## src/hw/rtl/slie_pkg.sv

```systemverilog
// Shared types, constants and the opcode decode table for the integer
// expression evaluator. No dependencies; the top level, slie_ctrl and slie_dp import it.
package slie_pkg;

    localparam int SLOTS   = 1024;
    localparam int SLOT_W  = $clog2(SLOTS);
    localparam int IDX_W   = (SLOT_W + 1 > 12) ? SLOT_W + 1 : 12;
    localparam int RAM_W   = 65;
    localparam int CNT_W   = 11;
    localparam int STEP_W  = 6;
    localparam int NUM_OPS = 17;
    localparam logic [CNT_W-1:0]  CNT_MAX   = '1;
    localparam logic [STEP_W-1:0] MUL_LAST  = STEP_W'(2);
    localparam logic [STEP_W-1:0] DIV_LAST  = '1;

    typedef enum logic [1:0] {
        REQ_BEGIN = 2'd0,
        REQ_SET   = 2'd1,
        REQ_EXEC  = 2'd2,
        REQ_NONE  = 2'd3
    } req_t;

    typedef enum logic [2:0] {
        ST_OK      = 3'd0,
        ST_DIVZERO = 3'd1,
        ST_RANGE   = 3'd2,
        ST_FULL    = 3'd3,
        ST_BADOP   = 3'd4
    } status_t;

    typedef enum logic [2:0] {
        K_ADD = 3'd0,
        K_SUB = 3'd1,
        K_MUL = 3'd2,
        K_DIV = 3'd3,
        K_MOD = 3'd4,
        K_MIN = 3'd5,
        K_MAX = 3'd6
    } kind_t;

    typedef struct packed {
        kind_t kind;
        logic  left_slot;
        logic  right_slot;
    } op_desc_t;

    // Datapath commands issued by the controller
    typedef struct packed {
        logic in_ready;
        logic set_err;
        logic wr_var;
        logic rd_left;
        logic rd_right;
        logic latch_b;
        logic alu;
        logic mul_start;
        logic mul_step;
        logic div_start;
        logic div_step;
        logic set_divz;
        logic fix;
        logic wr_dest;
        logic out_load;
        logic clr_step;
    } dp_cmd_t;

    // Datapath status seen by the controller
    typedef struct packed {
        logic  req_valid;
        req_t  req_type;
        logic  err;
        logic  full;
        kind_t kind;
        logic  b_zero;
        logic  mul_last;
        logic  div_last;
        logic  clr_last;
        logic  out_busy;
    } dp_stat_t;

    function automatic op_desc_t decode_op(input logic [4:0] code);
        op_desc_t d;
        d = '{kind: K_ADD, left_slot: 1'b0, right_slot: 1'b0};
        unique case (code)
            5'd0:  d = '{K_ADD, 1'b1, 1'b1};
            5'd1:  d = '{K_ADD, 1'b1, 1'b0};
            5'd2:  d = '{K_SUB, 1'b1, 1'b1};
            5'd3:  d = '{K_SUB, 1'b1, 1'b0};
            5'd4:  d = '{K_SUB, 1'b0, 1'b1};
            5'd5:  d = '{K_MUL, 1'b1, 1'b1};
            5'd6:  d = '{K_MUL, 1'b1, 1'b0};
            5'd7:  d = '{K_DIV, 1'b1, 1'b1};
            5'd8:  d = '{K_DIV, 1'b1, 1'b0};
            5'd9:  d = '{K_DIV, 1'b0, 1'b1};
            5'd10: d = '{K_MOD, 1'b1, 1'b1};
            5'd11: d = '{K_MOD, 1'b1, 1'b0};
            5'd12: d = '{K_MOD, 1'b0, 1'b1};
            5'd13: d = '{K_MIN, 1'b1, 1'b1};
            5'd14: d = '{K_MIN, 1'b1, 1'b0};
            5'd15: d = '{K_MAX, 1'b1, 1'b1};
            5'd16: d = '{K_MAX, 1'b1, 1'b0};
            default: d = '{K_ADD, 1'b0, 1'b0};
        endcase
        return d;
    endfunction

endpackage

```

## src/hw/rtl/slie_ctrl.sv

```systemverilog
// Sequencing state machine of the evaluator.
// Depends on slie_pkg (command and status structs).
module slie_ctrl (
    input  logic               clk,
    input  logic               rst_n,
    input  slie_pkg::dp_stat_t stat,
    output slie_pkg::dp_cmd_t  cmd
);
    import slie_pkg::*;

    typedef enum logic [11:0] {
        S_CLEAR  = 12'b000000000001,
        S_IDLE   = 12'b000000000010,
        S_DECODE = 12'b000000000100,
        S_RD_L   = 12'b000000001000,
        S_RD_R   = 12'b000000010000,
        S_RD_W   = 12'b000000100000,
        S_EXEC   = 12'b000001000000,
        S_MUL    = 12'b000010000000,
        S_DIV    = 12'b000100000000,
        S_FIX    = 12'b001000000000,
        S_WRITE  = 12'b010000000000,
        S_OUT    = 12'b100000000000
    } state_t;

    state_t state_reg, state_next;

    always_ff @(posedge clk or negedge rst_n)
    begin
        if (!rst_n)
        begin
            state_reg <= S_CLEAR;
        end
        else
        begin
            state_reg <= state_next;
        end
    end

    always_comb
    begin
        cmd        = '0;
        state_next = state_reg;
        unique case (state_reg)
            S_CLEAR:
            begin
                cmd.clr_step = 1'b1;
                if (stat.clr_last)
                begin
                    state_next = S_IDLE;
                end
            end
            S_IDLE:
            begin
                // hold here until an item is taken
                cmd.in_ready = 1'b1;
                if (stat.req_valid)
                begin
                    state_next = S_DECODE;
                end
            end
            S_DECODE:
            begin
                unique case (stat.req_type)
                    REQ_BEGIN: state_next = S_CLEAR;
                    REQ_SET:
                    begin
                        cmd.wr_var = 1'b1;
                        state_next = S_IDLE;
                    end
                    REQ_EXEC:
                    begin
                        if (stat.err)
                        begin
                            cmd.set_err = 1'b1;
                            state_next  = stat.full ? S_OUT : S_WRITE;
                        end
                        else
                        begin
                            state_next = S_RD_L;
                        end
                    end
                    default: state_next = S_IDLE;
                endcase
            end
            S_RD_L:
            begin
                cmd.rd_left = 1'b1;
                state_next  = S_RD_R;
            end
            S_RD_R:
            begin
                cmd.rd_right = 1'b1;
                state_next   = S_RD_W;
            end
            S_RD_W:
            begin
                cmd.latch_b = 1'b1;
                state_next  = S_EXEC;
            end
            S_EXEC:
            begin
                unique case (stat.kind)
                    K_MUL:
                    begin
                        cmd.mul_start = 1'b1;
                        state_next    = S_MUL;
                    end
                    K_DIV, K_MOD:
                    begin
                        if (stat.b_zero)
                        begin
                            cmd.set_divz = 1'b1;
                            state_next   = S_WRITE;
                        end
                        else
                        begin
                            cmd.div_start = 1'b1;
                            state_next    = S_DIV;
                        end
                    end
                    default:
                    begin
                        cmd.alu    = 1'b1;
                        state_next = S_WRITE;
                    end
                endcase
            end
            S_MUL:
            begin
                cmd.mul_step = 1'b1;
                if (stat.mul_last)
                begin
                    state_next = S_WRITE;
                end
            end
            S_DIV:
            begin
                cmd.div_step = 1'b1;
                if (stat.div_last)
                begin
                    state_next = S_FIX;
                end
            end
            S_FIX:
            begin
                cmd.fix    = 1'b1;
                state_next = S_WRITE;
            end
            S_WRITE:
            begin
                cmd.wr_dest = 1'b1;
                state_next  = S_OUT;
            end
            S_OUT:
            begin
                if (!stat.out_busy)
                begin
                    cmd.out_load = 1'b1;
                    state_next   = S_IDLE;
                end
            end
            default: state_next = S_IDLE;
        endcase
    end
endmodule

```

## config.mk

```make
export PLATFORM = sky130hd
export DESIGN_NAME = slie_ctrl
export DESIGN_NICKNAME = d
export VERILOG_FILES = /design/src/hw/rtl/slie_pkg.sv /design/src/hw/rtl/slie_ctrl.sv
export SDC_FILE = /design/constraint.sdc
export NUM_CORES = 1
export LEC_CHECK = 0
export ABC_CLOCK_PERIOD_IN_PS = 2210
export BUFFER_PORTS_ARGS = -buffer_cell sky130_fd_sc_hd__buf_2
export CAP_MARGIN = 20
export CORE_MARGIN = 2
export CORE_UTILIZATION = 48
export CTS_BUF_LIST = sky130_fd_sc_hd__clkbuf_4 sky130_fd_sc_hd__clkbuf_8 sky130_fd_sc_hd__clkbuf_16
export DETAILED_ROUTE_END_ITERATION = 16
export HOLD_SLACK_MARGIN = 0.1
export PLACE_DENSITY = 0.77
export SLEW_MARGIN = 0
export SYNTH_ARGS = -nofsm -noshare
export SYNTH_HDL_FRONTEND = slang
export SYNTH_SLANG_ARGS = --single-unit
```

## constraint.sdc

```tcl
create_clock -name clk -period 2.21 [get_ports clk]
set_input_delay 0.442 -clock clk [delete_from_list [all_inputs] [get_ports clk]]
set_output_delay 0.442 -clock clk [all_outputs]
set_load 0.005 [all_outputs]
```

# Yosys cells after proc, flatten, opt, wreduce, memory -nomap -nowiden
# Cells that the tools add are included.
totals:
  word_cells: 62
  output_inout_bits: 16
  regBits: 12
  inputBits: 15
classes:
  n_eq_ne: 22
  n_reduce_logical: 4
  mux: 35
op_table:
  columns: ["operator", "count"]
  rows:
  - ["case mux 12 bit (12 select lines)", 1]
  - ["2-to-1 mux 12 bit", 7]
  - ["case mux 12 bit (2 select lines)", 2]
  - ["2-to-1 mux 1 bit", 22]
  - ["== test 12 x 1 -> 1 bit (second input constant)", 1]
  - ["== test 12 x 10 -> 1 bit (second input constant)", 1]
  - ["== test 12 x 11 -> 1 bit (second input constant)", 1]
  - ["== test 12 bit (second input constant)", 1]
  - ["== test 12 x 2 -> 1 bit (second input constant)", 1]
  - ["== test 12 x 3 -> 1 bit (second input constant)", 1]
  - ["== test 12 x 4 -> 1 bit (second input constant)", 1]
  - ["== test 12 x 5 -> 1 bit (second input constant)", 1]
  - ["== test 12 x 6 -> 1 bit (second input constant)", 1]
  - ["== test 12 x 7 -> 1 bit (second input constant)", 1]
  - ["== test 12 x 8 -> 1 bit (second input constant)", 1]
  - ["== test 12 x 9 -> 1 bit (second input constant)", 1]
  - ["2-to-1 mux 11 bit", 1]
  - ["!= test 2 bit (second input constant)", 5]
  - ["== test 3 x 2 -> 1 bit (second input constant)", 2]
  - ["AND reduction 5 bit", 1]
  - ["2-to-1 mux 2 bit", 2]
  - ["== test 3 bit (second input constant)", 1]
  - ["OR reduction 3 bit", 1]
  - ["== test 2 x 1 -> 1 bit (second input constant)", 1]
  - ["other kinds (3)", 3]

# Logic depth before layout (Yosys ltp)
# Gate-level depths: netlist of the first run.
depth:
  ltp_word: 4
  ltp_mapped: 6
  depth_no_buf: 5

# Worst setup path before layout of the first run
# No wires, ideal clock.
synth_timing:
  kind: "register -> output"
  from: "register state_reg[4]"
  to: "output cmd[13] (netlist name)"
  t_required_ns: 1.768
  path_stages_with_launch: 6
  t_arrival_ns: 1.458
  path_slack_ns: 0.310
  n_path_buf: 1
  path_cell_list: "dfrtp_1 -> buf_2 -> nor4_4 -> nand4_1 -> or2_1 -> nor2_1"
synth_rtl:
  columns: ["element", "line_no", "rtl"]
  rows:
  - ["from (decl)", "slie_ctrl.sv:26", "state_t state_reg, state_next;"]
  - ["from (signal assigned)", "slie_ctrl.sv:36", "state_reg <= state_next;"]
  - ["to (decl)", "slie_ctrl.sv:7", "output slie_pkg::dp_cmd_t cmd"]

==> results of run 1 <==
==> how the worst max path moves through the flow <==
stage          endpoint  slack (ns)  depth (start not counted)
2_1_floorplan   cmd[13]        0.31                          5
3_3_place_gp    cmd[13]        0.23                          5
4_1_cts          cmd[4]        -0.1                          5
5_1_grt          cmd[8]       -0.23                          5
3_5_place_dp     cmd[4]        0.19                          5
6_report         cmd[8]       -0.16                          5
==> layout by cell type, fill, tap and decap left out, drive strengths merged <==
master / instances
a21oi: 1
or2: 1
nor2: 13
xnor2: 1
inv: 5
dfstp: 1
and2: 1
a211oi: 1
nor2b: 2
a21o: 1
nand2: 5
or3: 1
o22a: 1
xor2: 3
clkbuf: 4
or3b: 1
a211o: 1
dlygate4sd3: 1
nand3b: 3
o22ai: 2
and3: 4
nand3: 5
nand2b: 5
nand4b: 1
o211ai: 1
nor4: 4
a2bb2oi: 1
o31ai: 1
nor3: 12
nor4b: 2
dfrtp: 11
nand4: 4
o31a: 1
buf: 43
nor3b: 5
==> logic make-up (layout without fill, tap and decap cells) <==
kind of cell,Yosys count,in the layout,share of synthesized area [%]
AND/OR/NAND/NOR,69,69,48.7
flip-flops,12,12,34.1
AO/OA/AOI/OAI,11,11,10.0
buffers and inverters,7,53,3.25
XOR/XNOR,4,4,3.96
==> stage by stage <==
stage	TNS [ns]	area, µm²	hold slack [ns]	std cells
2_1_floorplan	0	885	0.146	103
3_5_place_dp	0	1090	0.333	160
5_1_grt	-1.26	1250	0.330	174
3_3_place_gp	0	1090	0.331	160
6_report	-0.624	1250	0.324	174
4_1_cts	-0.323	1160	0.325	168
==> what timing repair did <==
item | in CTS | in global routing
hold buffers | 1 | 0
buffers inserted | 3 | 6
resized for setup | 3 | 13
setup endpoints to repair | 9 | 13
endpoints found under the hold margin | 11 | 0
pin swaps | 3 | 5
==> final cells by class <==
type	instances	area, µm²
Tap cell	25	31.3
Inverter	5	18.8
Sequential cell	12	310
Fill cell	131	474
Clock buffer	4	36.3
Timing Repair Buffer	44	262
Multi-Input combinational cell	84	594
==> power by group through the flow <==
stage,sequential (µW),clock (µW),combinational (µW)
2_1_floorplan,287,0,241
3_3_place_gp,295,0,332
3_5_place_dp,299,0,336
4_1_cts,294,179,353
5_1_grt,305,187,445
6_report,298,178,402
==> metal layers <==
layer | global-route usage (%) | up-vias | part of all wire, %
met3 | 3.85 | 9 | 8.1
met2 | 39.5 | 58 | 46
met1 | 32.4 | 481 | 43
li1 | - | 475 | -
met5 | 0 | - | 0
met4 | 11.7 | 0 | 2.4
==> Yosys cell counts, drive strengths merged <==
| library cell | count | area share [%] |
|---|---|---|
| xor2 | 3 | 3.0 |
| xnor2 | 1 | 0.99 |
| dfstp | 1 | 3.0 |
| nor2b | 2 | 1.4 |
| nor2 | 13 | 5.5 |
| or2 | 1 | 0.71 |
| nand2 | 5 | 2.1 |
| dfrtp | 11 | 31 |
| o22ai | 2 | 1.4 |
| inv | 5 | 2.1 |
| a211o | 1 | 0.99 |
| nand4 | 4 | 2.8 |
| o31a | 1 | 0.99 |
| nand2b | 5 | 3.5 |
| nor3b | 5 | 4.2 |
| clkbuf | 1 | 0.57 |
| a21oi | 1 | 0.57 |
| or3b | 1 | 0.99 |
| o31ai | 1 | 0.85 |
| o22a | 1 | 0.99 |
| nor4 | 4 | 7.9 |
| nand3 | 5 | 2.8 |
| a211oi | 1 | 0.85 |
| nor3 | 12 | 6.8 |
| a21o | 1 | 0.85 |
| a2bb2oi | 1 | 1.7 |
| and2 | 1 | 0.71 |
| or3 | 1 | 0.71 |
| nand4b | 1 | 0.99 |
| and3 | 4 | 2.8 |
| buf | 1 | 0.57 |
| nand3b | 3 | 2.5 |
| o211ai | 1 | 0.85 |
| nor4b | 2 | 2.0 |
==> worst reg2reg max path, stage by stage (launching register included) <==
cell and delay, ns:
sky130_fd_sc_hd__dfrtp_2 0.44, sky130_fd_sc_hd__nor4_4 0.42, sky130_fd_sc_hd__buf_4 0.18, sky130_fd_sc_hd__nand4_1 0.11
sky130_fd_sc_hd__buf_4 0.19, sky130_fd_sc_hd__buf_4 0.13, sky130_fd_sc_hd__buf_4 0.13, sky130_fd_sc_hd__nor4_2 0.22
sky130_fd_sc_hd__nor3_1 0.08, sky130_fd_sc_hd__nor3_1 0.13
==> impl_summary.log, run 1 <==
[metrics] final routed wire length divided by cell count: 14.4 µm
[metrics] switching part of the total: 38.9%
[metrics] maximum resistive drop on vdd: 681 µV
[metrics] longest individual stage delay on the worst path: 0.44 ns
[metrics] horizontal die dimension: 46.9 µm
[metrics] weighted congestion reported at the end of routability-driven placement: 0.885
[metrics] data arrival at the endpoint of the critical path: 1.93 ns
[metrics] Antenna diodes: 0
[metrics] flip-flop and latch count after synthesis: 12
[metrics] Flop pwr share: 33.9%
[metrics] maximum number of pins on one net before global-route repair: 13
[metrics] Worst setup EP type: output port
[metrics] clock group share of total power: 20.3%
[metrics] min cycle time layout: 2.37 ns
[metrics] area of the die: 2200 µm²
[metrics] count of max-cap constraint violations: 0
[metrics] Critical R2R Launch: state_reg[11]
[metrics] smallest setup slack after layout: -0.159 ns
[metrics] net switching power of the design: 341 µW
[metrics] final number of setup-violating endpoints: 7
[metrics] drc violations: 0
[metrics] pwr dens: 701 nW/µm²
[metrics] sum of overflow across all layers after global routing: 0
[metrics] register clock-pin slew on the reported worst setup and hold paths: 0.08 ns
[metrics] CP delay by family, top: simple AND/OR/NAND/NOR gates
[metrics] crit path kind: flip-flop to output port
[metrics] global-route wire length before repair: 3840 µm
[metrics] CTS HTree Levels: 1
[metrics] via count of the routed design: 1023
[metrics] syn_area_per_cell: 8.59 µm²
[metrics] type of origin of the critical path: flip-flop
[metrics] fraction of layout instances using a drive strength above 1: 44.3%
[metrics] CTS Root Buffer Type: sky130_fd_sc_hd__clkbuf_4
[metrics] crit-path max FO: 6
[metrics] cell with the largest stage delay on the worst path: sky130_fd_sc_hd__dfrtp_2
[metrics] sequential share of the synthesized area: 34.1%
[metrics] routed wire length: 2500 µm
[metrics] depth of the worst register-to-register path: 9
[metrics] estimated wirelength of the detail-placed design: 1760 µm
[metrics] number of stages on the worst hold path: 2
[metrics] count of nets after finishing: 165
[metrics] critical hold path startpoint: stat[1]
[metrics] RSZ-0062 raised after global routing: true
[metrics] worst min path class: input pin to flip-flop
[metrics] cell internal pwr: 536 µW
[metrics] run status: finished with violations
[metrics] Die Ht: 46.9 µm
[metrics] Worst-Skew Late Latency: 0.28 ns
[metrics] clock buffer depth: 2
[metrics] Net Count, Synth: 118
[metrics] first-pass iteration count of the detailed router: 4
[metrics] pre-CTS setup slack: 0.185 ns
[metrics] CP Buf/Inv Count: 2
[metrics] actual slew at the worst max-slew pin: 0.373 ns
[metrics] minimum setup slack among reg-to-reg paths: 0.11 ns
[metrics] Core Rows: 15
[metrics] via count normalized by instance count: 5.88
[metrics] Highest Clock Rate: 422 MHz
[metrics] netlist area before placement: 885 µm²
[metrics] number of instances in the synthesized netlist: 103
[metrics] number of buffer cells added on primary ports: 30
[metrics] area added between synthesis and finish: 41.6%
[metrics] Starting Density: 51.2%
[metrics] end of the worst hold path: state_reg[0]
[metrics] clock tree from TritonCTS: yes
[metrics] required arrival time at the worst endpoint: 1.77 ns
[metrics] number of endpoints with negative hold slack in the final report: 0
[metrics] Fin Clk Skew: 0.00672 ns
[metrics] total global-route track usage: 24.6%
[metrics] count of final max-slew check failures: 0
[metrics] sinks on the clock net: 12
[metrics] Logic pwr share: 45.8%
[metrics] Finished Core Util: 72.5%
[metrics] number of antenna violations at the first check in global routing: 0
[metrics] portion of the clock cycle consumed by the worst path in the final layout: 107%
[metrics] CORE AREA: 1730 µm²
[metrics] IO Count: 31
[metrics] number of flip-flops in the largest register: 12
[metrics] Final Power: 878 µW
[metrics] vias in the first global route: 879
[metrics] residual antenna-violating net count after detailed routing: 0
[metrics] launching instance or port of the critical path: state_reg[11]
[metrics] Worst slew margin: 75.0%
[metrics] number of DRC violations after detailed-routing iteration 0: 45
[metrics] warning count from the yosys run: 0
[metrics] crit-path cells: nor4_4 -> nand4b_1 -> buf_4 -> nor3_2 -> buf_2
[metrics] Netlist cell types: 35
[metrics] violations in the final reports: setup timing
[metrics] destination of the worst register-to-register timing path: state_reg[10]
[metrics] number of buffers created by CTS: 3
[metrics] Pleak: 0.000639 µW
(Power assumes the default switching activity.)
==> inputs of run 2 (changes only) <==
--- a/config.mk
+++ b/config.mk
@@ -14,6 +14,7 @@
 export DETAILED_ROUTE_END_ITERATION = 16
 export HOLD_SLACK_MARGIN = 0.1
 export PLACE_DENSITY = 0.77
+export REMOVE_ABC_BUFFERS = 1
 export SLEW_MARGIN = 0
 export SYNTH_ARGS = -nofsm -noshare
 export SYNTH_HDL_FRONTEND = slang
==> run 2 against run 1 <==
Largest cell class unchanged. Count of clock-buffer cells in the layout unchanged. The run still ends with setup timing left. Largest power group unchanged. Hold slack improved by 0.013 ns. Sequential share of layout area decreased by 1.2 points.
==> impl_summary.log, run 2 (same netlist as run 1, synthesis figures left out) <==
[metrics] maximum number of pins on one net before global-route repair: 13
[metrics] min cycle time layout: 2.31 ns
[metrics] routed wire length: 2740 µm
[metrics] depth of the worst register-to-register path: 8
[metrics] crit-path max FO: 5
[metrics] final number of setup-violating endpoints: 6
[metrics] clock tree from TritonCTS: yes
[metrics] number of stages on the worst hold path: 2
[metrics] most frequent cells in the layout: 30 x sky130_fd_sc_hd__buf_2, 17 x sky130_fd_sc_hd__buf_4, 13 x sky130_fd_sc_hd__nor2_1, 8 x sky130_fd_sc_hd__nor3_1, 6 x sky130_fd_sc_hd__dfrtp_2
[metrics] global-route wire length before repair: 4020 µm
[metrics] run status: finished with violations
[metrics] number of buffer cells added on primary ports: 30
[metrics] area of the die: 2200 µm²
[metrics] weighted congestion reported at the end of routability-driven placement: 0.955
[metrics] first-pass iteration count of the detailed router: 4
[metrics] filler instances: 118
[metrics] actual slew at the worst max-slew pin: 0.375 ns
[metrics] Pleak: 0.000667 µW
[metrics] CP Buf/Inv Count: 1
[metrics] count of max-cap constraint violations: 0
[metrics] number of antenna violations at the first check in global routing: 0
[metrics] Antenna diodes: 0
[metrics] count of final max-slew check failures: 0
[metrics] Fin Clk Skew: 0.000913 ns
[metrics] drc violations: 0
[metrics] Worst-Skew Late Latency: 0.27 ns
[metrics] longest individual stage delay on the worst path: 0.45 ns
[metrics] IO Count: 31
[metrics] count of nets after finishing: 170
[metrics] launching instance or port of the critical path: state_reg[9]
[metrics] total global-route track usage: 26.4%
[metrics] data arrival at the endpoint of the critical path: 1.87 ns
[metrics] type of origin of the critical path: flip-flop
[metrics] crit path kind: flip-flop to output port
[metrics] maximum resistive drop on vdd: 526 µV
[metrics] Final Power: 925 µW
[metrics] portion of the clock cycle consumed by the worst path in the final layout: 105%
[metrics] sinks on the clock net: 12
[metrics] clock buffer depth: 2
[metrics] cell with the largest stage delay on the worst path: sky130_fd_sc_hd__dfrtp_2
[metrics] CTS Root Buffer Type: sky130_fd_sc_hd__clkbuf_4
[metrics] required arrival time at the worst endpoint: 1.77 ns
[metrics] violations in the final reports: setup timing
[metrics] most common cell after layout, fill and taps aside: sky130_fd_sc_hd__buf_2
[metrics] crit-path cells: nor4_4 -> nand4_1 -> or2_1 -> nor2_1 -> buf_2
[metrics] vias in the first global route: 930
[metrics] Stages on worst setup path: 5
[metrics] number of flip-flops in the largest register: 12
[metrics] Highest Clock Rate: 433 MHz
[metrics] horizontal die dimension: 46.9 µm
[metrics] smallest setup slack after layout: -0.100 ns
[metrics] via count of the routed design: 1029
[metrics] worst min path class: input pin to flip-flop
[metrics] final routed wire length divided by cell count: 15.3 µm
[metrics] pwr dens: 705 nW/µm²
[metrics] number of buffers created by CTS: 3
[metrics] fraction of layout instances using a drive strength above 1: 48.7%
[metrics] residual antenna-violating net count after detailed routing: 0
[metrics] CP delay by family, top: simple AND/OR/NAND/NOR gates
[metrics] critical hold path startpoint: stat[1]
[metrics] CORE AREA: 1730 µm²
[metrics] Starting Density: 51.2%
[metrics] RSZ-0062 raised after global routing: true
[metrics] via count normalized by instance count: 5.75
[metrics] number of endpoints with negative hold slack in the final report: 0
[metrics] area added between synthesis and finish: 48.4%
[metrics] area used by multi-input combinational logic: 618 µm²
[metrics] Critical R2R Launch: state_reg[1]
[metrics] Worst slew margin: 74.6%
[metrics] number of DRC violations after detailed-routing iteration 0: 26
[metrics] CTS HTree Levels: 1
[metrics] Worst setup EP type: output port
[metrics] Die Ht: 46.9 µm
[metrics] sum of overflow across all layers after global routing: 0
[metrics] post-route design area: 1310 µm²
[metrics] storage element area: 309 µm²
[metrics] pre-CTS setup slack: 0.175 ns
[metrics] DP Area: 1090 µm²
[metrics] register clock-pin slew on the reported worst setup and hold paths: 0.07 ns
[metrics] estimated wirelength of the detail-placed design: 1850 µm
[metrics] Core Rows: 15
==> run 2: cell types whose count changed in the layout (fill, tap and decap cells not counted), moves of 2 or more <==
| cell | previous run | this run |
|---|---|---|
| sky130_fd_sc_hd__buf_4 | 12 | 17 |
| sky130_fd_sc_hd__nor2_1 | 11 | 13 |
| sky130_fd_sc_hd__nor2_2 | 2 | 0 |
| sky130_fd_sc_hd__nor3_1 | 10 | 8 |
| sky130_fd_sc_hd__nor3_2 | 1 | 3 |
| sky130_fd_sc_hd__nor3b_1 | 5 | 3 |
| sky130_fd_sc_hd__nor3b_2 | 0 | 2 |
==> run 2: area by class of cell <==
type | count | area share (%)
well taps | 25 | 2.38
repair buffers | 49 | 22.8
clock buffers | 4 | 2.76
inverters | 5 | 1.43
flip-flops and latches | 12 | 23.5
multi-input cells | 84 | 47.1
==> run 2: final timing paths <==
check / end / slack (ns)
min in group asynchronous: state_reg[3] / 0.57
max in group asynchronous: state_reg[0] / 1.37
min: state_reg[0] / 0.34
max: cmd[13] / -0.10
max reg2reg: state_reg[1] / 0.15
min reg2reg: state_reg[5] / 0.58
==> run 2: power breakdown <==
part	internal (µW)	total, µW	switching (µW)	leakage (µW)
logic	229	461	232	0.000496
registers	246	296	50.3	0.000151
clock network	100	168	67.8	0.0000210
total	576	925	350	0.000667
==> run 2: stage by stage <==
stage          hold WS, ns  std cells  utilization (%)  TNS (ns)
2_1_floorplan        0.146        101                -         0
3_3_place_gp         0.327        160             62.9         0
3_5_place_dp         0.328        160             62.9         0
4_1_cts              0.336        172             69.3   -0.0145
5_1_grt              0.346        179             76.0     -1.15
6_report             0.337        179             76.0    -0.272
==> run 2: timing repair <==
action                     in CTS  in global routing
buffers inserted                7                  8
hold buffers                    1                  0
gates resized for setup         6                 14
pin swaps                       4                 11
setup endpoints to repair       6                 13
hold endpoints to repair       11                  0
==> run 2: per-layer routing <==
layer	track usage, %	vias to the layer above	wire (µm)
met5	0	-	0
met4	17.8	0	116
met3	2.31	12	172
met2	41.1	50	1330
met1	34.8	481	1120
li1	-	486	-
